===== src/rtl/nwn_pkg.sv =====
// Package for the nearest weight neighbourhood search.
// Holds field widths, reset values, codes, state and control types.
// No dependencies; compiled first.
package nwn_pkg;

   // Item field widths
   localparam int COMP_BITS      = 8;
   localparam int NUM_COMPS      = 4;
   localparam int SLOT_BITS      = 8;
   localparam int SLOT_SPAN      = 1 << SLOT_BITS;
   localparam int RANK_BITS      = 5;

   // Squared distance over all components
   localparam int DIST_W         = 2 * COMP_BITS + $clog2(NUM_COMPS);

   // Register widths and reset values
   localparam int VCOUNT_BITS    = 9;
   localparam int OCOUNT_BITS    = 3;
   localparam int NCOUNT_BITS    = 6;
   localparam int CSR_INDEX_BITS = 2;
   localparam int CSR_DATA_BITS  = 9;

   localparam logic [VCOUNT_BITS-1:0] RESET_VECTOR_COUNT    = 9'd256;
   localparam logic [OCOUNT_BITS-1:0] RESET_OBJECTIVE_COUNT = 3'd3;
   localparam logic [NCOUNT_BITS-1:0] RESET_NEIGHBOR_COUNT  = 6'd20;

   // Default sizing
   localparam int DEF_MAX_VECTORS   = 256;
   localparam int DEF_MAX_NEIGHBORS = 32;

   typedef logic [COMP_BITS-1:0] comp_type;
   typedef comp_type [NUM_COMPS-1:0] weight_type;

   typedef enum logic {
      ACT_LOAD  = 1'b0,
      ACT_QUERY = 1'b1
   } action_type;

   typedef enum logic [CSR_INDEX_BITS-1:0] {
      CSR_VECTOR_COUNT    = 2'd0,
      CSR_OBJECTIVE_COUNT = 2'd1,
      CSR_NEIGHBOR_COUNT  = 2'd2
   } csr_index_type;

   typedef enum logic [1:0] {
      ST_IDLE,
      ST_REF,
      ST_SWEEP,
      ST_DRAIN
   } state_type;

   // Commands to the row of sorting cells
   typedef struct packed {
      logic clear;
      logic insert;
      logic shift;
   } cell_ctrl_type;

endpackage


===== src/rtl/nwn_cell.sv =====
// One cell of the sorted insertion row: holds one (distance, index) entry.
// Depends on nwn_pkg for the control struct and distance width.
module nwn_cell #(
   parameter int IDX_W = $clog2(nwn_pkg::DEF_MAX_VECTORS)
) (
   input  logic                       clock,
   input  logic                       reset,
   input  nwn_pkg::cell_ctrl_type     ctrl,
   input  logic [nwn_pkg::DIST_W-1:0] cand_dist,
   input  logic [IDX_W-1:0]           cand_idx,
   input  logic                       prev_take,
   input  logic                       prev_valid,
   input  logic [nwn_pkg::DIST_W-1:0] prev_dist,
   input  logic [IDX_W-1:0]           prev_idx,
   input  logic                       next_valid,
   input  logic [nwn_pkg::DIST_W-1:0] next_dist,
   input  logic [IDX_W-1:0]           next_idx,
   output logic                       take,
   output logic                       valid,
   output logic [nwn_pkg::DIST_W-1:0] entry_dist,
   output logic [IDX_W-1:0]           idx
);
   import nwn_pkg::*;

   logic              valid_ff, valid_in;
   logic [DIST_W-1:0] dist_ff, dist_in;
   logic [IDX_W-1:0]  idx_ff, idx_in;

   // Candidate belongs here or earlier; strict less keeps the lower index first
   assign take = ctrl.insert && (!valid_ff || (cand_dist < dist_ff));

   always_comb begin
      valid_in = valid_ff;
      dist_in  = dist_ff;
      idx_in   = idx_ff;
      if (ctrl.clear) begin
         valid_in = 1'b0;
      end else if (ctrl.shift) begin
         // drain towards the head
         valid_in = next_valid;
         dist_in  = next_dist;
         idx_in   = next_idx;
      end else if (prev_take) begin
         // pushed down by an insert above; an empty entry stays empty
         valid_in = prev_valid;
         dist_in  = prev_dist;
         idx_in   = prev_idx;
      end else if (take) begin
         valid_in = 1'b1;
         dist_in  = cand_dist;
         idx_in   = cand_idx;
      end
   end

   always_ff @(posedge clock) begin
      if (reset) begin
         valid_ff <= 1'b0;
      end else begin
         valid_ff <= valid_in;
      end
   end

   always_ff @(posedge clock) begin
      dist_ff <= dist_in;
      idx_ff  <= idx_in;
   end

   assign valid      = valid_ff;
   assign entry_dist = dist_ff;
   assign idx        = idx_ff;

endmodule


===== config.mk =====
export PLATFORM = sky130hd
export DESIGN_NAME = nwn_cell
export DESIGN_NICKNAME = d
export VERILOG_FILES = /design/src/rtl/nwn_pkg.sv /design/src/rtl/nwn_cell.sv
export SDC_FILE = /design/constraint.sdc
export NUM_CORES = 1
export LEC_CHECK = 0
export ABC_AREA = 0
export BUFFER_PORTS_ARGS = -buffer_cell sky130_fd_sc_hd__buf_2
export CAP_MARGIN = 30
export CORE_ASPECT_RATIO = 1.4
export CORE_MARGIN = 2
export CORE_UTILIZATION = 39
export CTS_CLUSTER_DIAMETER = 30
export DETAILED_ROUTE_END_ITERATION = 10
export GPL_TIMING_DRIVEN = 0
export MAX_ROUTING_LAYER = met4
export PLACE_DENSITY = 0.73
export SLEW_MARGIN = 20
export SYNTH_ARGS = -nofsm -noshare
export SYNTH_HDL_FRONTEND = slang
export SYNTH_SLANG_ARGS = --single-unit

===== constraint.sdc =====
create_clock -name clock -period 3.2 [get_ports clock]
set_input_delay 0 -clock clock [delete_from_list [all_inputs] [get_ports clock]]
set_output_delay 0 -clock clock [all_outputs]
set_load 0.005 [all_outputs]

* After elaboration in Yosys (flattened, before gate mapping)
Index checks and enable logic that the tools add are counted.
** Word-level totals
- Register bits :: 27
- Bits in latches :: 0
- Output and inout port bits :: 28
- ROM bits :: 0
- Word-level logic and storage cells :: 20
- Memory bits (writable) :: 0
- Input bits :: 86
- Memories kept :: 0
** Cells by class
- Eq/ne operators :: 0
- Multipliers :: 0
- Shift-type cells :: 0
- Mux-type cells :: 9
- $add $sub $neg :: 0
- Bitwise gates (word level) :: 1
- Div/mod/pow operators :: 0
- Reductions and logical operators :: 6
- Magnitude comparators :: 1
** Operators with widths (count)
- 2-to-1 mux 18 bit :: 3
- 2-to-1 mux 8 bit :: 3
- less-than comparator 18 bit :: 1
- 2-to-1 mux 1 bit :: 3
- nonzero test 3 bit :: 1
- AND reduction 2 bit :: 1
- OR reduction 2 bit :: 1
- logical AND 1 bit :: 1
- logical NOT 1 bit :: 1
- logical OR 1 bit :: 1
- inverter 1 bit :: 1

* Longest topological paths before layout
- Depth in word-level cells :: 6
- Mapped depth :: 7
- Mapped depth without buffers :: 7

* Worst setup path before layout
OpenSTA, ideal clock, no wires.
- Path kind :: reg2reg
- Start :: register dist_ff[3], in the netlist entry_dist[3]
- End :: register dist_ff[0], in the netlist entry_dist[0], enable pin
- Setup slack :: -0.070 ns
- Path buffers :: 0
- Clock period less this slack :: 3.270 ns
- Arrival :: 2.845 ns
- Stages on the path, launching flop included :: 8
- Library setup time :: 0.425 ns
- Path through :: edfxtp_1 > inv_1 > ha_1 > a21o_1 > a21o_1 > a221oi_2 > o31ai_1 > a31oi_1
** Between the ends
- Longest elaborated chain between the ends :: 5
** RTL lines
- start: declaration :: RTL line nwn_cell.sv:26 : logic [DIST_W-1:0] dist_ff, dist_in;
- start signal: assignment :: RTL line nwn_cell.sv:64 : dist_ff <= dist_in;
- less-than comparator 18 bit :: RTL line nwn_cell.sv:30 : assign take = ctrl.insert && (!valid_ff || (cand_dist < dist_ff));
- logical OR 1 bit :: RTL line nwn_cell.sv:30
- logical AND 1 bit :: RTL line nwn_cell.sv:30
- nonzero test 3 bit (no source line)
- AND reduction 2 bit (no source line)
No other way between the ends.
A chain may end at the register's enable or synchronous reset.

* Worst setup path after layout
Same ends and word-level chain as after synthesis.

==> summary.md <==
| Metric | Value |
|---|---|
| GPL Wtd Cong | approximately 0.78 |
| Final setup viols | 0 |
| Clock Latency Late Sink | 270 ps |
| Gate Count Post-Synth | 185 |
| Area growth syn-to-layout | 40.1% |
| Total GRT Usage | 0.189 |
| Buffers from clock root to sink, at most | 2 |
| CP endpoint kind | flip-flop |
| RSZ-0062 raised after global routing | false |
| WP data required | 3190 ps |
| Die width | 61.9 µm |
| Pins over their slew limit | 0 |
| Rows | 29 |
| Die area | 5270 µm² |
| Via density | 4.89 |
| Initial core utilization | 0.404 |
| IR drop worst, VDD | 0.153 mV |
| Core area | 4540 µm² |
| Worst Clk Skew | 4.38 ps |
| I/O Pins | 114 |
| Post-DP HPWL | 3.84 mm |
| Worst R2R Setup Slack | around 710 ps |
| Total number of vias | between 1500 and 2000 |
| Syn nets | about 290 |
| Clk root buf | clkbuf_8 |
| Post-layout power | 0.870 mW |
| Tmin final | ~2500 ps |
| Leak | ~1.3 nW |
| Largest net degree at the start of global routing | 16 |
| Share of cells above drive strength 1 | 0.405 |
| Setup Buffers After CTS | 0 |
| Seq/Total Area, Yosys | 0.437 |
| CTS tree | built |
| Worst slew pin tran | 527 ps |
| Nets@finish | 408 |
| Pwr/cell area | 339 nW/µm² |
| Max_cap viols | 0 |
| Crit share post-route | 0.778 |
| Hold Path Depth | 3 |
| Hold EP | entry_dist[2] |
| Drc violations | 0 |
| Reg area | roughly 800 µm² |
| Final std cells w/o fill | 366 |
| Status | completed |
| Worst setup path class | reg -> reg |
| Final ANT Viol Nets | 0 |
| Routed wire length | 4.76 mm |
| Hold Crit Class | in -> reg |
| Setup crit start kind | flip-flop |
| WL/cell | 13.0 µm |
| Die height | 85.1 µm |
| I/O Buffers | around 110 |
| R2R cell count | 8 |
| Initial antenna violation count | 0 |
| Worst R2R Start | entry_dist[3] |
| Flops & latches, synth | 27 |
| CTS Buf Count | 3 |
| Router iterations before antenna repair | 4 |
| Reg2reg end | entry_dist[0] |
| Worst Path Arrival | 2480 ps |
| Placed insts | 360 |
| First-pass GRT wire length | 7.28 mm |
| Crit-path max FO | 14 |
| Area of the mapped netlist | ~1800 µm² |
| Slew headroom | 0.649 |
| Post-CTS Hold Buffers | 2 |
| # fillers | ~430 |
| Post-CTS sizing | 0 |
| Clk slew on worst S/H paths | ~100 ps |
| Antenna cell count | 0 |
| Gr ovfl total | 0 |
| Netlist cell types | 23 |
| Max H-tree Level | 1 |
| Fin util | 0.566 |
| Vias in the first global route | roughly 1700 |
| Starting DRT DRC Count | 84 |
| Final hold vios | 0 |
| FMAX | 402 MHz |
| Final setup TNS | 0 ps |
| Multi-input gate area | about 930 µm² |
| Avg Synthesized Cell Area | 9.89 µm² |
| Pre-CTS WS | ~690 ps |
| Synth warnings | 0 |
| Hold Path Origin | next_dist[2] |
| Final setup margin | 711 ps |
| CTS sink count | 27 |
## metal layers
| layer | GRT usage | share of wire |
|---|---|---|
| met5 | - | 0 |
| met3 | 0.0198 | 0.048 |
| met1 | 0.201 | 0.38 |
| met4 | 0.0696 | 0.022 |
| met2 | 0.342 | 0.55 |
## logic make-up (layout without fill, tap and decap cells)
group / Yosys count / in the layout / synth area share
and+or+nand+nor: 44 / 44 / 0.104
buffers and inverters: 27 / 146 / 0.0601
muxes: 26 / 26 / 0.142
AOI/OAI and AO/OA: 44 / 44 / 0.140
adders and majority gates: 17 / 17 / 0.116
DFF: 27 / 27 / 0.437
## synthesized netlist by cell type
master / count / area share
edfxtp_1: 26 / 0.43
nor2_1: 2 / 0.0041
nor3_1: 3 / 0.0082
and4_1: 2 / 0.0096
nor2b_1: 1 / 0.0034
o21ai_1: 28 / 0.077
nand3_1: 1 / 0.0027
nand2b_1: 3 / 0.010
mux2i_1: 26 / 0.14
nand2_1: 32 / 0.066
clkbuf_1: 6 / 0.012
o21ai_0: 1 / 0.0027
a21o_1: 3 / 0.012
a31oi_1: 1 / 0.0034
a221oi_2: 2 / 0.016
buf_4: 2 / 0.0082
a21oi_1: 6 / 0.016
buf_2: 1 / 0.0027
a211oi_1: 2 / 0.0082
dfxtp_1: 1 / 0.011
o31ai_1: 1 / 0.0041
inv_1: 18 / 0.037
ha_1: 17 / 0.12
## final cells by class
type,count,share of cell area
clock buffers,3,0.0161
multi-input cells,131,0.364
inverters,18,0.0263
repair buffers,115,0.232
clock inverters,1,0.00195
plain buffers,9,0.0166
flip-flops and latches,27,0.312
well taps,62,0.0302
## power breakdown
| part | switching (mW) | leakage [nW] | internal, mW | total (mW) |
|---|---|---|---|---|
| registers | 0.0103 | 0.264 | 0.423 | 0.433 |
| clock network | 0.109 | 0.0255 | 0.0873 | 0.196 |
| logic | 0.120 | 1.04 | 0.121 | 0.241 |
| total | 0.239 | 1.33 | 0.631 | 0.870 |
## cells in the final DEF (no fill, tap or decap), drive strengths merged
cell type,count
a21oi,6
edfxtp,26
dfxtp,1
nand2,32
clkinv,1
a31oi,1
buf,116
nor3,3
o21ai,29
dlygate4sd3,2
nand3,1
nor2,2
o31ai,1
nand2b,3
nor2b,1
clkbuf,9
a211oi,2
a221oi,2
and4,2
inv,18
a21o,3
ha,17
mux2i,26
## worst max-delay path by stage
stage / start / end / slack [ps]
after floorplan: entry_dist[3] / entry_dist[0] / 540
after global placement: entry_dist[3] / entry_dist[0] / 40
after detailed placement: entry_dist[3] / entry_dist[4] / 690
after CTS: entry_dist[3] / entry_dist[0] / 670
after global routing: entry_dist[3] / entry_dist[13] / 510
final: entry_dist[3] / entry_dist[0] / 710
## stage by stage
step           cell area [µm²]  hold slack [ps]
2_1_floorplan             1840             76.8
3_3_place_gp              2470              168
3_5_place_dp              2500              169
4_1_cts                   2560            0.302
5_1_grt                   2560             9.63
6_report                  2560             5.56
## sequential cells by signal (all words and copies together), names as in the netlist
register    cells
entry_dist     18
idx             8
valid           1
## worst max-delay path, cell delays in order (launching register included)
cell,delay [ps]
edfxtp_1,390
inv_1,70
ha_1,230
a21o_1,160
a21o_1,180
a221oi_2,280
o31ai_1,150
a31oi_4,490
buf_8,240
Power figures use the tool's default switching activity.
