### src/rtl/nwn_pkg.sv
// Package for the nearest weight neighbourhood search.
// Holds field widths, reset values, codes, state and control types.
// No dependencies; compiled first.
package nwn_pkg;

   // Item field widths
   localparam int COMP_BITS      = 8;
   localparam int NUM_COMPS      = 4;
   localparam int SLOT_BITS      = 8;
   localparam int SLOT_SPAN      = 1 << SLOT_BITS;
   localparam int RANK_BITS      = 5;

   // Squared distance over all components
   localparam int DIST_W         = 2 * COMP_BITS + $clog2(NUM_COMPS);

   // Register widths and reset values
   localparam int VCOUNT_BITS    = 9;
   localparam int OCOUNT_BITS    = 3;
   localparam int NCOUNT_BITS    = 6;
   localparam int CSR_INDEX_BITS = 2;
   localparam int CSR_DATA_BITS  = 9;

   localparam logic [VCOUNT_BITS-1:0] RESET_VECTOR_COUNT    = 9'd256;
   localparam logic [OCOUNT_BITS-1:0] RESET_OBJECTIVE_COUNT = 3'd3;
   localparam logic [NCOUNT_BITS-1:0] RESET_NEIGHBOR_COUNT  = 6'd20;

   // Default sizing
   localparam int DEF_MAX_VECTORS   = 256;
   localparam int DEF_MAX_NEIGHBORS = 32;

   typedef logic [COMP_BITS-1:0] comp_type;
   typedef comp_type [NUM_COMPS-1:0] weight_type;

   typedef enum logic {
      ACT_LOAD  = 1'b0,
      ACT_QUERY = 1'b1
   } action_type;

   typedef enum logic [CSR_INDEX_BITS-1:0] {
      CSR_VECTOR_COUNT    = 2'd0,
      CSR_OBJECTIVE_COUNT = 2'd1,
      CSR_NEIGHBOR_COUNT  = 2'd2
   } csr_index_type;

   typedef enum logic [1:0] {
      ST_IDLE,
      ST_REF,
      ST_SWEEP,
      ST_DRAIN
   } state_type;

   // Commands to the row of sorting cells
   typedef struct packed {
      logic clear;
      logic insert;
      logic shift;
   } cell_ctrl_type;

endpackage

### src/rtl/nwn_dist.sv
// Squared Euclidean distance pipeline: abs diff, square, sum (three stages).
// Depends on nwn_pkg; fed by the registered read port of nwn_store.
module nwn_dist #(
   parameter int IDX_W = $clog2(nwn_pkg::DEF_MAX_VECTORS)
) (
   input  logic                           clock,
   input  logic                           reset,
   input  logic                           ref_load,
   input  nwn_pkg::weight_type            rd_data,
   input  logic                           in_valid,
   input  logic [IDX_W-1:0]               in_idx,
   input  logic [nwn_pkg::OCOUNT_BITS-1:0] ncomp,
   output logic                           cand_valid,
   output logic [nwn_pkg::DIST_W-1:0]     cand_dist,
   output logic [IDX_W-1:0]               cand_idx,
   output logic                           busy
);
   import nwn_pkg::*;

   localparam int SQ_W = 2 * COMP_BITS;

   weight_type                    ref_ff;
   weight_type                    diff_in;
   weight_type                    diff_ff;
   logic                          diff_valid_ff;
   logic [IDX_W-1:0]              diff_idx_ff;
   logic [NUM_COMPS-1:0][SQ_W-1:0] sq_in;
   logic [NUM_COMPS-1:0][SQ_W-1:0] sq_ff;
   logic                          sq_valid_ff;
   logic [IDX_W-1:0]              sq_idx_ff;
   logic [DIST_W-1:0]             sum_in;
   logic                          cand_valid_ff;
   logic [DIST_W-1:0]             cand_dist_ff;
   logic [IDX_W-1:0]              cand_idx_ff;

   // Reference vector, captured the cycle after its read
   always_ff @(posedge clock) begin
      if (ref_load) begin
         ref_ff <= rd_data;
      end
   end

   // Absolute differences, unused components forced to zero
   always_comb begin
      for (int k = 0; k < NUM_COMPS; k++) begin
         if (32'(ncomp) <= k) begin
            diff_in[k] = '0;
         end else if (rd_data[k] > ref_ff[k]) begin
            diff_in[k] = rd_data[k] - ref_ff[k];
         end else begin
            diff_in[k] = ref_ff[k] - rd_data[k];
         end
      end
   end

   // Squares
   always_comb begin
      for (int k = 0; k < NUM_COMPS; k++) begin
         sq_in[k] = SQ_W'(diff_ff[k]) * SQ_W'(diff_ff[k]);
      end
   end

   // Sum of squares
   always_comb begin
      sum_in = '0;
      for (int k = 0; k < NUM_COMPS; k++) begin
         sum_in = sum_in + DIST_W'(sq_ff[k]);
      end
   end

   // Stage valids
   always_ff @(posedge clock) begin
      if (reset) begin
         diff_valid_ff <= 1'b0;
         sq_valid_ff   <= 1'b0;
         cand_valid_ff <= 1'b0;
      end else begin
         diff_valid_ff <= in_valid;
         sq_valid_ff   <= diff_valid_ff;
         cand_valid_ff <= sq_valid_ff;
      end
   end

   // Stage payloads
   always_ff @(posedge clock) begin
      diff_ff      <= diff_in;
      diff_idx_ff  <= in_idx;
      sq_ff        <= sq_in;
      sq_idx_ff    <= diff_idx_ff;
      cand_dist_ff <= sum_in;
      cand_idx_ff  <= sq_idx_ff;
   end

   assign cand_valid = cand_valid_ff;
   assign cand_dist  = cand_dist_ff;
   assign cand_idx   = cand_idx_ff;
   assign busy       = diff_valid_ff | sq_valid_ff | cand_valid_ff;

endmodule

### config.mk
export PLATFORM = sky130hd
export DESIGN_NAME = nwn_dist
export DESIGN_NICKNAME = d
export VERILOG_FILES = /design/src/rtl/nwn_pkg.sv /design/src/rtl/nwn_dist.sv
export SDC_FILE = /design/constraint.sdc
export NUM_CORES = 1
export LEC_CHECK = 0
export BUFFER_PORTS_ARGS = -buffer_cell sky130_fd_sc_hd__buf_2
export CAP_MARGIN = 15
export CORE_ASPECT_RATIO = 1.2
export CORE_MARGIN = 8
export CORE_UTILIZATION = 26
export DETAILED_ROUTE_END_ITERATION = 10
export REMOVE_ABC_BUFFERS = 1
export SLEW_MARGIN = 20
export SYNTH_ARGS = -nofsm -noshare
export SYNTH_HDL_FRONTEND = slang
export SYNTH_SLANG_ARGS = --single-unit
### constraint.sdc
create_clock -name clock -period 5.5 [get_ports clock]
set_input_delay 1.1 -clock clock [delete_from_list [all_inputs] [get_ports clock]]
set_output_delay 1.1 -clock clock [all_outputs]
set_load 0.01 [all_outputs]
; Word level (Yosys, flattened, before mapping)
; Cells that the tools add are included.
[word_totals]
register_bits = 173
out_inout_bits = 28
wordCells = 48
[classes]
n_bitwise = 2
mux = 4
add_sub_neg = 11
multipliers = 4
magnitude_cmp = 8
[op_table]
columns = operator, n
row1 = $mul 8x8->16, 4
row2 = $sub 8x8->8, 8
row3 = $gt 8x8->1, 4
row4 = $mux 8, 4
row5 = $add 17x16->18, 1
row6 = $add 18x16->18, 1
row7 = $add 16x16->17, 1
row8 = $le 3x1->1 const B, 2
row9 = $le 3x2->1 const B, 2
row10 = $or 1x1->1, 2

; Depth between registers and ports, before layout
; Gate-level depths: netlist of run 1.
[depth]
depth_word = 3
mapped_depth = 17

; Worst setup path before layout of run 1
; No wires, ideal clock.
[synth_path]
kind = reg2reg
from = register diff_ff[5] (netlist name)
to = register sq_ff[15] (netlist name)
period_less_slack_ns = 4.127
stages_incl_launch_ff = 16
setup_slack_ns = 1.373
setup_ns = 0.072
required_ns = 5.428
t_arrival_ns = 4.055
cell_sequence = dfxtp_1 inv_1 nor2_1 fa_1 fa_1 inv_1 fa_1 fa_1 inv_1 ha_1 o21ai_0 inv_1 a2111oi_0 o21ai_0 a21oi_1 xor2_1
[synth_lines]
columns = item, line
row1 = "start, declared", nwn_dist.sv:24  ; weight_type diff_ff;
row2 = "start signal, assigned", nwn_dist.sv:86  ; diff_ff <= diff_in;
row3 = "end signal, assigned", nwn_dist.sv:88  ; sq_ff <= sq_in;
row4 = "end, declared", nwn_dist.sv:28  ; logic [NUM_COMPS-1:0][SQ_W-1:0] sq_ff;

==> summary.txt, run 1 <==
DIE
--------------------------------------------------------------------------------
Die footprint                                                        0.06368 mm²
Rows                                                                          95
Initial core utilization                                                  26.10%
# IOs                                                                         75
Core box area                                                        0.05563 mm²
Chip height                                                             274.8 µm
Horizontal die dimension                                                231.7 µm

CELLS AND AREA
--------------------------------------------------------------------------------
Area taken by flip-flops and latches                                0.003704 mm²
Fraction of layout instances using a drive strength above 1               8.040%
Util after Layout                                                         29.29%
Layout Area Growth over Synthesis                                         12.26%
Number of nets in the finished design                                      1,958
Fillcell total                                                             5,851
Top library cells by usage in the layout, fill and taps aside       sky130_fd_sc_hd__inv_1 (251), sky130_fd_sc_hd__ha_1 (194), sky130_fd_sc_hd__fa_1 (138)
Number of cells in the finished layout apart from fillers                  2,320
Multi-input gate area                                               0.009771 mm²
Most common library cell in the layout ignoring fill and taps       sky130_fd_sc_hd__inv_1

LOGIC SYNTHESIS
--------------------------------------------------------------------------------
Share of async-settable or async-resettable flops after synthesis             0%
Average size of a mapped cell                                          9.633 µm²
Count of flip-flops with a built-in enable after synthesis                    32
Synth unique cells                                                            66
Instance count of the mapped netlist                                       1,507
Netlist area before placement                                        0.01452 mm²
Sequential share of the synthesized area                                  25.51%
Most frequently used flop master after synthesis                    sky130_fd_sc_hd__dfxtp_1
Warnings, synthesis                                                            0
Number of register bits inferred by synthesis                                169

ROUTING
--------------------------------------------------------------------------------
Avg WL per Cell                                                         12.80 µm
Pre-Repair DR Iteration Count                                                  4
Post-detailed-route count of antenna-violating nets                            0
DR DRC count                                                                   0
Routed via count                                                          10,060
Ratio of routed vias to standard cells                                     4.336
Final wirelength                                                       29,700 µm
Initial DRC Count                                                            444

RUN STATUS
--------------------------------------------------------------------------------
Status                                                                 completed

CLOCKING
--------------------------------------------------------------------------------
Count of H-tree levels built during CTS                                        4
Number of clock sinks                                                        169
Hold_buf cts                                                                   0
CTS root buf                                                        sky130_fd_sc_hd__clkbuf_16
CTS tree                                                                    done
Post-CTS Resized                                                               0
Clock latency on the worst-skew pair                                     0.48 ns
Clk slew on worst S/H paths                                              0.08 ns
Maximum root-to-sink buffer count                                              2
Number of buffers added for setup after CTS                                    0
Clock buffer count from CTS                                                   17

PLACED DESIGN
--------------------------------------------------------------------------------
Instance count after placement with tap cells included                     2,287
Number of buffers added on ports                                              74
Final weighted congestion in routability-driven placement                 0.8215
Detailed-placement wirelength estimate                                 24,750 µm
Post-placement worst setup slack                                       0.9035 ns

GLOBAL ROUTE
--------------------------------------------------------------------------------
Number of antenna violations at the first check in global routing              1
Maximum number of pins on one net before global-route repair                  33
Overflow after GRT                                                             0
Number of global-route vias before repair                                 10,540
Wire length of the first global-routing pass                           50,160 µm
Global-route usage over all layers                                        9.731%

SETUP PATH
--------------------------------------------------------------------------------
Source of the critical timing path                                    diff_ff[5]
Critical Path Fanout Max                                                       9
Nature of the critical path startpoint                                  register
Critical path data required time                                         5.91 ns
Crit Path Class                                                          reg2reg
Category of the worst setup path capture point                          register
CP arrival                                                               5.00 ns
Reg-to-Reg Start                                                      diff_ff[5]

STA
--------------------------------------------------------------------------------
Count of endpoints failing hold in the final timing report                     0
Final min period                                                        4.591 ns
Final setup violating endpoints                                                0
Highest clock frequency the design can meet                           0.2178 GHz
Final WS setup                                                         0.9089 ns
Clock tree skew after final layout                                    0.01128 ns
Period utilisation layout                                                 83.47%
Setup repair after global routing missed its margin                           no
Hold Worst Slack                                                       0.3246 ns
Final sum of negative setup slack                                           0 ns
Relative slew slack                                                       43.20%
Worst slew pin tran                                                    0.8431 ns
Max-slew violation total from the final report                                 0

POWER
--------------------------------------------------------------------------------
Peak supply drop                                                       0.4913 mV
Static leakage                                                          8.024 nW
Power per Cell Area                                                 623.8 mW/mm²

MIN PATH
--------------------------------------------------------------------------------
Hold path start                                                     sq_idx_ff[2]
Worst Hold Class                                                         reg2reg

RUN
--------------------------------------------------------------------------------
Max-capacitance violation count                                                0

[where the power goes]
group / total (mW) / internal [mW] / switching (mW)
Sequential: 1.99 / 1.70 / 0.287
Clock: 1.23 / 0.614 / 0.621
Combinational: 6.94 / 3.04 / 3.90
[cell families (layout without fill, tap and decap cells)]
family | count (synthesis) | in the layout | share of synthesized area, %
AO/OA/AOI/OAI | 275 | 275 | 12.23
XOR/XNOR | 81 | 81 | 4.887
adder cells (fa/ha/maj) | 332 | 332 | 35.75
buffers and inverters | 275 | 357 | 7.257
flip-flops | 169 | 169 | 25.51
multiplexers | 20 | 20 | 1.396
other | 2 | 6 | 0.05173
AND/OR/NAND/NOR | 353 | 353 | 12.91
[state kept, by name (all words and copies together), names as in the netlist]
name           count
sq_ff             60
diff_ff           32
ref_ff            32
cand_dist         18
cand_idx           8
diff_idx_ff        8
sq_idx_ff          8
cand_valid         1
diff_valid_ff      1
sq_valid_ff        1
[worst max-delay path: stages, from the launching register on]
cell,delay (ns)
sky130_fd_sc_hd__dfxtp_1,0.48
sky130_fd_sc_hd__inv_1,0.13
sky130_fd_sc_hd__nor2_1,0.24
sky130_fd_sc_hd__fa_1,0.49
sky130_fd_sc_hd__fa_1,0.55
sky130_fd_sc_hd__inv_1,0.05
sky130_fd_sc_hd__fa_1,0.45
sky130_fd_sc_hd__fa_1,0.49
sky130_fd_sc_hd__inv_1,0.04
sky130_fd_sc_hd__ha_1,0.31
sky130_fd_sc_hd__o21ai_0,0.15
sky130_fd_sc_hd__inv_1,0.07
sky130_fd_sc_hd__a2111oi_0,0.55
sky130_fd_sc_hd__o21ai_0,0.18
sky130_fd_sc_hd__a21oi_1,0.21
sky130_fd_sc_hd__xor2_1,0.15
[per-stage QoR]
stage | total power, mW | cell area (µm²)
after floorplan | 7.338 | 14420
after global placement | 8.910 | 15700
after detailed placement | 8.995 | 15700
after CTS | 10.32 | 16290
after global routing | 11.37 | 16290
final | 10.16 | 16300
[final cells by class]
| cell class | count | share of cell area, % |
|---|---|---|
| multi-input cells | 1066 | 59.96 |
| flip-flops and latches | 169 | 22.73 |
| inverters | 251 | 5.782 |
| well taps | 727 | 5.582 |
| clock buffers | 17 | 2.611 |
| repair buffers | 74 | 2.273 |
| clock inverters | 15 | 1.052 |
| diodes | 1 | 0.01536 |
[worst paths after layout]
path | endpoint | slack, ns | depth (start not counted)
worst max register to register | sq_ff[15] | 0.91 | 15
worst min-delay path | cand_idx[2] | 0.32 | 0
worst max-delay path | sq_ff[15] | 0.91 | 15
worst min register to register | cand_idx[2] | 0.32 | 0
[cells in the mapped netlist (3+ instances only)]
| master | n | area, µm² |
|---|---|---|
| sky130_fd_sc_hd__o31ai_1 | 5 | 37.54 |
| sky130_fd_sc_hd__o21a_1 | 10 | 75.07 |
| sky130_fd_sc_hd__a31o_2 | 3 | 26.28 |
| sky130_fd_sc_hd__nand4_1 | 13 | 81.33 |
| sky130_fd_sc_hd__a2111oi_2 | 3 | 45.04 |
| sky130_fd_sc_hd__edfxtp_1 | 32 | 960.9 |
| sky130_fd_sc_hd__nand2b_1 | 24 | 150.1 |
| sky130_fd_sc_hd__a211oi_1 | 13 | 97.59 |
| sky130_fd_sc_hd__a31oi_1 | 4 | 25.02 |
| sky130_fd_sc_hd__xnor2_1 | 53 | 464.2 |
| sky130_fd_sc_hd__a211o_1 | 4 | 35.03 |
| sky130_fd_sc_hd__nor3_1 | 14 | 70.07 |
| sky130_fd_sc_hd__and4_1 | 3 | 26.28 |
| sky130_fd_sc_hd__or3_1 | 6 | 37.54 |
| sky130_fd_sc_hd__clkbuf_1 | 14 | 52.55 |
| sky130_fd_sc_hd__and3_1 | 12 | 75.07 |
| sky130_fd_sc_hd__and2_1 | 89 | 556.8 |
| sky130_fd_sc_hd__a21o_1 | 31 | 232.7 |
| sky130_fd_sc_hd__or2_2 | 7 | 43.79 |
| sky130_fd_sc_hd__a21boi_0 | 5 | 37.54 |
| sky130_fd_sc_hd__or4_1 | 8 | 60.06 |
| sky130_fd_sc_hd__inv_1 | 251 | 942.2 |
| sky130_fd_sc_hd__o21bai_1 | 17 | 127.6 |
| sky130_fd_sc_hd__mux2i_1 | 18 | 180.2 |
| sky130_fd_sc_hd__a21oi_1 | 81 | 405.4 |
| sky130_fd_sc_hd__fa_1 | 138 | 2763 |
| sky130_fd_sc_hd__xor2_1 | 28 | 245.2 |
| sky130_fd_sc_hd__ha_1 | 194 | 2427 |
| sky130_fd_sc_hd__o211ai_1 | 4 | 30.03 |
| sky130_fd_sc_hd__o21ai_0 | 69 | 345.3 |
| sky130_fd_sc_hd__buf_2 | 7 | 35.03 |
| sky130_fd_sc_hd__nor2_1 | 55 | 206.5 |
| sky130_fd_sc_hd__nand3_1 | 18 | 90.09 |
| sky130_fd_sc_hd__dfxtp_1 | 137 | 2743 |
| sky130_fd_sc_hd__nand2_1 | 72 | 270.3 |
| sky130_fd_sc_hd__nor2b_1 | 26 | 162.7 |
[metal layers]
layer  global-route usage [%]  wire length (µm)
met1                    11.44             13450
met2                    16.89             14630
met3                    2.341               939
met4                    3.847               687
met5                        0                 0
No activity file was read; power rests on OpenSTA's default activity.
==> run 2, diff against run 1 <==
==> constraint.sdc (replaced) <==
create_clock -name clock -period 4.3 [get_ports clock]
set_input_delay 0.86 -clock clock [delete_from_list [all_inputs] [get_ports clock]]
set_output_delay 0.86 -clock clock [all_outputs]
set_load 0.01 [all_outputs]
==> run 2 against run 1 <==
- clock-buffer cell count increased by 1
- via count increased by 0.53%
- combinational power rose by 33%
- critical endpoint is now sq_ff[12]
- non-clock buffer count up 15
- first-iteration DRC count shrank 8.6%
- final area rose by 1.6%
- routed wire length grew 0.94%
- critical path type unchanged
==> summary.txt, run 2 (same netlist as run 1, synthesis figures left out) <==
RUN STATUS
----------------------------------------------------------------------------------
Status                                                                   completed   unchanged

POWER
----------------------------------------------------------------------------------
Peak supply drop                                                         0.5308 mV   was 0.4913 mV
Total design power                                                        13.34 mW   was 10.16 mW
Power per Cell Area                                                   805.7 mW/mm²   was 623.8 mW/mm²
Static leakage                                                            8.126 nW   was 8.024 nW

CLOCKING
----------------------------------------------------------------------------------
Maximum root-to-sink buffer count                                                2   unchanged
Number of clock sinks                                                          169   unchanged
Clock buffer count from CTS                                                     17   unchanged
Count of H-tree levels built during CTS                                          4   unchanged
Clock latency on the worst-skew pair                                       0.47 ns   was 0.48 ns
CTS root buf                                                          sky130_fd_sc_hd__clkbuf_16   unchanged
CTS tree                                                                      done   unchanged
Clk slew on worst S/H paths                                                0.07 ns   was 0.08 ns

STA
----------------------------------------------------------------------------------
Max-slew violation total from the final report                                   0   unchanged
Highest clock frequency the design can meet                             0.2437 GHz   was 0.2178 GHz
Final min period                                                          4.103 ns   was 4.591 ns
Worst slew pin tran                                                      0.8648 ns   was 0.8431 ns
Period utilisation layout                                                   95.42%   was 83.47%
Final WS setup                                                           0.1970 ns   was 0.9089 ns
Final setup violating endpoints                                                  0   unchanged
Count of endpoints failing hold in the final timing report                       0   unchanged
Relative slew slack                                                         42.13%   was 43.20%
Clock tree skew after final layout                                      0.01067 ns   was 0.01128 ns
Hold Worst Slack                                                         0.3295 ns   was 0.3246 ns
Final sum of negative setup slack                                             0 ns   unchanged

GLOBAL ROUTE
----------------------------------------------------------------------------------
Wire length of the first global-routing pass                             50,090 µm   was 50,160 µm
Number of antenna violations at the first check in global routing                1   unchanged
Global-route usage over all layers                                          9.699%   was 9.731%
Maximum number of pins on one net before global-route repair                    33   unchanged
Overflow after GRT                                                               0   unchanged
Number of global-route vias before repair                                   10,500   was 10,540

DIE
----------------------------------------------------------------------------------
Die footprint                                                          0.06368 mm²   unchanged
# IOs                                                                           75   unchanged
Chip height                                                               274.8 µm   unchanged
Core box area                                                          0.05563 mm²   unchanged
Rows                                                                            95   unchanged
Initial core utilization                                                    26.10%   unchanged
Horizontal die dimension                                                  231.7 µm   unchanged

ROUTING
----------------------------------------------------------------------------------
Initial DRC Count                                                              406   was 444
Ratio of routed vias to standard cells                                       4.331   was 4.336
Avg WL per Cell                                                           12.84 µm   was 12.80 µm
DR DRC count                                                                     0   unchanged
Pre-Repair DR Iteration Count                                                    5   was 4
Final wirelength                                                         29,980 µm   was 29,700 µm
Routed via count                                                            10,110   was 10,060
Post-detailed-route count of antenna-violating nets                              0   unchanged

SETUP PATH
----------------------------------------------------------------------------------
Nature of the critical path startpoint                                    register   unchanged
Critical Path Fanout Max                                                         7   was 9
Crit Path Class                                                            reg2reg   unchanged
Critical path data required time                                           4.69 ns   was 5.91 ns
Number of cells traversed by the worst register-to-register path                13   was 15
CP arrival                                                                 4.49 ns   was 5.00 ns
Last element of the critical path                                        sq_ff[12]   was sq_ff[15]
Register-to-register setup slack                                           0.20 ns   was 0.91 ns
Reg-to-Reg Start                                                        diff_ff[2]   was diff_ff[5]
Category of the worst setup path capture point                            register   unchanged
Worst R2R End                                                            sq_ff[12]   was sq_ff[15]
Source of the critical timing path                                      diff_ff[2]   was diff_ff[5]

CELLS AND AREA
----------------------------------------------------------------------------------
Flip-flop count of the largest register, all copies and words added             60   unchanged
Number of nets in the finished design                                        1,973   was 1,958
Most flop-heavy register                                                     sq_ff   unchanged
Most common library cell in the layout ignoring fill and taps         sky130_fd_sc_hd__inv_1   unchanged
Fillcell total                                                               5,787   was 5,851
Fraction of layout instances using a drive strength above 1                 11.08%   was 8.040%
Util after Layout                                                           29.75%   was 29.29%
Design area                                                            0.01655 mm²   was 0.01630 mm²
Number of cells in the finished layout apart from fillers                    2,335   was 2,320
Top library cells by usage in the layout, fill and taps aside         sky130_fd_sc_hd__inv_1 (250), sky130_fd_sc_hd__ha_1 (193), sky130_fd_sc_hd__fa_1 (137)   was sky130_fd_sc_hd__inv_1 (251), sky130_fd_sc_hd__ha_1 (194), sky130_fd_sc_hd__fa_1 (138)
Layout Area Growth over Synthesis                                           14.02%   was 12.26%
Registers with the most flip-flops                                    sq_ff (60), diff_ff (32), ref_ff (32)   unchanged

PLACED DESIGN
----------------------------------------------------------------------------------
Detailed-placement wirelength estimate                                   25,030 µm   was 24,750 µm
Placement Cell Area                                                    0.01580 mm²   was 0.01570 mm²
Number of buffers added on ports                                                74   unchanged
Instance count after placement with tap cells included                       2,301   was 2,287
Post-placement worst setup slack                                       -0.03973 ns   was 0.9035 ns
Final weighted congestion in routability-driven placement                   0.8061   was 0.8215

RUN
----------------------------------------------------------------------------------
Max-capacitance violation count                                                  0   unchanged

MIN PATH
----------------------------------------------------------------------------------
Worst Hold Class                                                           reg2reg   unchanged

==> run 2: changes by cell type in the layout (fill, tap and decap cells not counted), sizes merged <==
cell / previous run / this run
clkinv: 4 / 6
buf: 74 / 89
inv: 262 / 259
clkbuf: 17 / 18
==> run 2: where the power goes <==
group	internal, mW	leakage (nW)	total, mW	switching [mW]
clock network	0.810	0.297	1.57	0.761
registers	2.19	1.47	2.52	0.325
logic	4.05	6.36	9.25	5.20
==> run 2: worst min-delay path by stage <==
stage                        end  depth (start not counted)      startpoint  slack (ns)
floorplan            cand_idx[0]                          0    sq_idx_ff[0]        0.31
CTS                 sq_idx_ff[5]                          0  diff_idx_ff[5]        0.33
detailed placement  sq_idx_ff[5]                          0  diff_idx_ff[5]        0.31
global placement     cand_idx[4]                          0    sq_idx_ff[4]        0.31
finish              sq_idx_ff[5]                          0  diff_idx_ff[5]        0.33
global route         cand_idx[5]                          0    sq_idx_ff[5]        0.34
==> run 2: layout make-up <==
class	instances	area, µm²	share of cell area (%)
Inverter	251	942.2	5.692
Timing Repair Buffer	89	483.0	2.918
Multi-Input combinational cell	1066	9877	59.67
Clock inverter	14	152.6	0.9222
Clock buffer	18	450.4	2.721
Sequential cell	169	3735	22.56
Antenna cell	1	2.502	0.01512
Tap cell	727	909.6	5.496
==> run 2: repair_timing <==
item,in CTS,in global routing
setup buffers,0,1
endpoints found under the hold margin,0,0
setup endpoints to repair,2,16
pin swaps,0,7
hold buffers,0,0
gates resized for setup,3,45
==> run 2: layer usage <==
| layer | global-route usage, % | wire, µm |
|---|---|---|
| met3 | 2.217 | 956 |
| met5 | 0 | 0 |
| met4 | 4.377 | 822 |
| met1 | 11.47 | 13460 |
| met2 | 16.58 | 14740 |
==> run 2: worst max-delay path: stages, from the launching register on <==
cell and delay (ns):
sky130_fd_sc_hd__dfxtp_2 0.35, sky130_fd_sc_hd__and2_1 0.20, sky130_fd_sc_hd__ha_1 0.18, sky130_fd_sc_hd__or2_2 0.31, sky130_fd_sc_hd__fa_1 0.51, sky130_fd_sc_hd__fa_1 0.56
sky130_fd_sc_hd__fa_1 0.41, sky130_fd_sc_hd__ha_1 0.33, sky130_fd_sc_hd__o21ai_1 0.21, sky130_fd_sc_hd__or2b_1 0.27, sky130_fd_sc_hd__a31oi_2 0.29, sky130_fd_sc_hd__o21bai_1 0.09
sky130_fd_sc_hd__a21oi_1 0.17, sky130_fd_sc_hd__xnor2_1 0.14
==> run 3, diff against run 2 <==
--- a/config.mk
+++ b/config.mk
@@ -10,6 +10,7 @@
 export CORE_ASPECT_RATIO = 1.2
 export CORE_MARGIN = 8
 export CORE_UTILIZATION = 26
+export CTS_CLUSTER_SIZE = 10
 export DETAILED_ROUTE_END_ITERATION = 10
 export REMOVE_ABC_BUFFERS = 1
 export SLEW_MARGIN = 20
==> constraint.sdc (replaced) <==
create_clock -name clock -period 3.55 [get_ports clock]
set_input_delay 0.71 -clock clock [delete_from_list [all_inputs] [get_ports clock]]
set_output_delay 0.71 -clock clock [all_outputs]
set_load 0.01 [all_outputs]
==> run 3 against run 2 <==
- the run now ends with negative setup slack left
- highest routed layer unchanged
- setup slack got worse by 0.55 ns
- sequential cell count unchanged
- non-clock buffer count grew 166
- final area increased by 13%
- critical endpoint is now sq_ff[47]
==> summary.txt, run 3 (same netlist as run 1, synthesis figures left out) <==
RUN STATUS
----------------------------------------------------------------------------------
Status                                                                finished with violations   was completed
Failing checks                                                        negative setup slack

SETUP PATH
----------------------------------------------------------------------------------
Reg-to-Reg Start                                                       diff_ff[18]   was diff_ff[2]
Category of the worst setup path capture point                            register   unchanged
Critical Path Fanout Max                                                         4   was 7
Nature of the critical path startpoint                                    register   unchanged
Source of the critical timing path                                     diff_ff[18]   was diff_ff[2]
Crit Path Class                                                            reg2reg   unchanged
Critical path data required time                                           3.96 ns   was 4.69 ns
CP arrival                                                                 4.31 ns   was 4.49 ns

GLOBAL ROUTE
----------------------------------------------------------------------------------
Number of global-route vias before repair                                   11,640   was 10,500
Wire length of the first global-routing pass                             53,910 µm   was 50,090 µm
Number of antenna violations at the first check in global routing                1   unchanged
Overflow after GRT                                                               0   unchanged
Global-route usage over all layers                                          10.39%   was 9.699%
Maximum number of pins on one net before global-route repair                    33   unchanged

CELLS AND AREA
----------------------------------------------------------------------------------
Number of nets in the finished design                                        2,139   was 1,973
Multi-input gate area                                                  0.01061 mm²   was 0.009877 mm²
Area taken by flip-flops and latches                                  0.003759 mm²   was 0.003735 mm²
Layout Area Growth over Synthesis                                           28.53%   was 14.02%
Fraction of layout instances using a drive strength above 1                 27.75%   was 11.08%
Flip-flop count of the largest register, all copies and words added             60   unchanged
Registers with the most flip-flops                                    sq_ff (60), diff_ff (32), ref_ff (32)   unchanged
Most common library cell in the layout ignoring fill and taps         sky130_fd_sc_hd__inv_1   unchanged
Number of cells in the finished layout apart from fillers                    2,501   was 2,335
Top library cells by usage in the layout, fill and taps aside         sky130_fd_sc_hd__inv_1 (224), sky130_fd_sc_hd__ha_1 (170), sky130_fd_sc_hd__buf_4 (152)   was sky130_fd_sc_hd__inv_1 (250), sky130_fd_sc_hd__ha_1 (193), sky130_fd_sc_hd__fa_1 (137)
Fillcell total                                                               5,687   was 5,787
Most flop-heavy register                                                     sq_ff   unchanged

CLOCKING
----------------------------------------------------------------------------------
CTS tree                                                                      done   unchanged
Clock buffer count from CTS                                                     17   unchanged
Number of clock sinks                                                          169   unchanged
Count of H-tree levels built during CTS                                          4   unchanged
Hold_buf cts                                                                     0   unchanged
Clk slew on worst S/H paths                                                0.08 ns   was 0.07 ns
CTS root buf                                                          sky130_fd_sc_hd__clkbuf_16   unchanged
Clock latency on the worst-skew pair                                       0.49 ns   was 0.47 ns
Maximum root-to-sink buffer count                                                2   unchanged

ROUTING
----------------------------------------------------------------------------------
Routed via count                                                            10,950   was 10,110
Post-detailed-route count of antenna-violating nets                              0   unchanged
Initial DRC Count                                                              434   was 406
Ratio of routed vias to standard cells                                       4.377   was 4.331
Pre-Repair DR Iteration Count                                                    5   unchanged
DR DRC count                                                                     0   unchanged
Final wirelength                                                         32,840 µm   was 29,980 µm
Avg WL per Cell                                                           13.13 µm   was 12.84 µm

STA
----------------------------------------------------------------------------------
Relative slew slack                                                         43.17%   was 42.13%
Worst slew pin tran                                                      0.8525 ns   was 0.8648 ns
Setup repair after global routing missed its margin                            yes
Period utilisation layout                                                   109.9%   was 95.42%
Highest clock frequency the design can meet                             0.2562 GHz   was 0.2437 GHz
Final WS setup                                                          -0.3525 ns   was 0.1970 ns
Clock tree skew after final layout                                      0.01742 ns   was 0.01067 ns
Final setup violating endpoints                                                 25   was 0
Count of endpoints failing hold in the final timing report                       0   unchanged
Max-slew violation total from the final report                                   0   unchanged
Final min period                                                          3.903 ns   was 4.103 ns

PLACED DESIGN
----------------------------------------------------------------------------------
Final weighted congestion in routability-driven placement                   0.8304   was 0.8061
Detailed-placement wirelength estimate                                   26,270 µm   was 25,030 µm
Number of buffers added on ports                                                74   unchanged
Instance count after placement with tap cells included                       2,448   was 2,301

DIE
----------------------------------------------------------------------------------
Die footprint                                                          0.06368 mm²   unchanged
Initial core utilization                                                    26.10%   unchanged
Rows                                                                            95   unchanged
Core box area                                                          0.05563 mm²   unchanged
Chip height                                                               274.8 µm   unchanged
# IOs                                                                           75   unchanged
Horizontal die dimension                                                  231.7 µm   unchanged

RUN
----------------------------------------------------------------------------------
Max-capacitance violation count                                                  0   unchanged

MIN PATH
----------------------------------------------------------------------------------
Hold path start                                                          in_idx[2]   was diff_idx_ff[5]
Worst Hold Class                                                            in2reg   was reg2reg

## run 3: stage by stage
stage	hold slack (ns)	util, %	setup slack [ns]	cell area (µm²)	TNS, ns
after floorplan	0.3096	-	-0.5767	14420	-9.231
after global placement	0.3107	30.39	-0.5645	16910	-10.33
after detailed placement	0.3132	30.39	-0.6706	16910	-11.89
after CTS	0.2768	32.66	-0.3555	18170	-5.969
after global routing	0.2879	33.54	-0.5281	18660	-9.526
final	0.3272	33.54	-0.3525	18660	-5.710
## run 3: final cells by class
| type | instances | area share [%] |
|---|---|---|
| Antenna cell | 1 | 0.01341 |
| Clock buffer | 17 | 2.280 |
| Multi-Input combinational cell | 1066 | 56.85 |
| Tap cell | 727 | 4.875 |
| Sequential cell | 169 | 20.14 |
| Inverter | 251 | 5.063 |
| Timing Repair Buffer | 255 | 9.851 |
| Clock inverter | 15 | 0.9187 |
## run 3: worst paths after layout
| path | end | slack [ns] | cells after the start |
|---|---|---|---|
| max | sq_ff[47] | -0.35 | 13 |
| min reg2reg | sq_idx_ff[4] | 0.33 | 0 |
| max reg2reg | sq_ff[47] | -0.35 | 13 |
| min | diff_idx_ff[2] | 0.33 | 1 |
## run 3: repair_timing
item	4_1_cts	5_1_grt
pin swaps	85	72
gates resized for setup	167	102
setup buffers	13	7
endpoints found under the setup margin	27	35
## run 3: worst max-delay path: stages, from the launching register on
cell	delay (ns)
sky130_fd_sc_hd__dfxtp_4	0.36
sky130_fd_sc_hd__and2_4	0.17
sky130_fd_sc_hd__fa_1	0.48
sky130_fd_sc_hd__fa_1	0.55
sky130_fd_sc_hd__inv_1	0.05
sky130_fd_sc_hd__fa_1	0.45
sky130_fd_sc_hd__fa_1	0.50
sky130_fd_sc_hd__inv_2	0.05
sky130_fd_sc_hd__ha_4	0.21
sky130_fd_sc_hd__o21a_4	0.13
sky130_fd_sc_hd__a2111oi_4	0.36
sky130_fd_sc_hd__o21ai_1	0.15
sky130_fd_sc_hd__a21oi_2	0.18
sky130_fd_sc_hd__xor2_1	0.17
## run 3: metal layers
| layer | up-vias | wire length (µm) | global-route usage, % |
|---|---|---|---|
| met1 | 5274 | 14240 | 11.88 |
| met3 | 49 | 864 | 2.021 |
| met2 | 146 | 16750 | 18.31 |
| met5 | - | 0 | 0 |
| li1 | 5477 | - | - |
| met4 | 0 | 994 | 5.124 |
Power of run 3 is not shown: default switching activity piles up to over one toggle a cycle in this logic, so the estimate is an artifact.
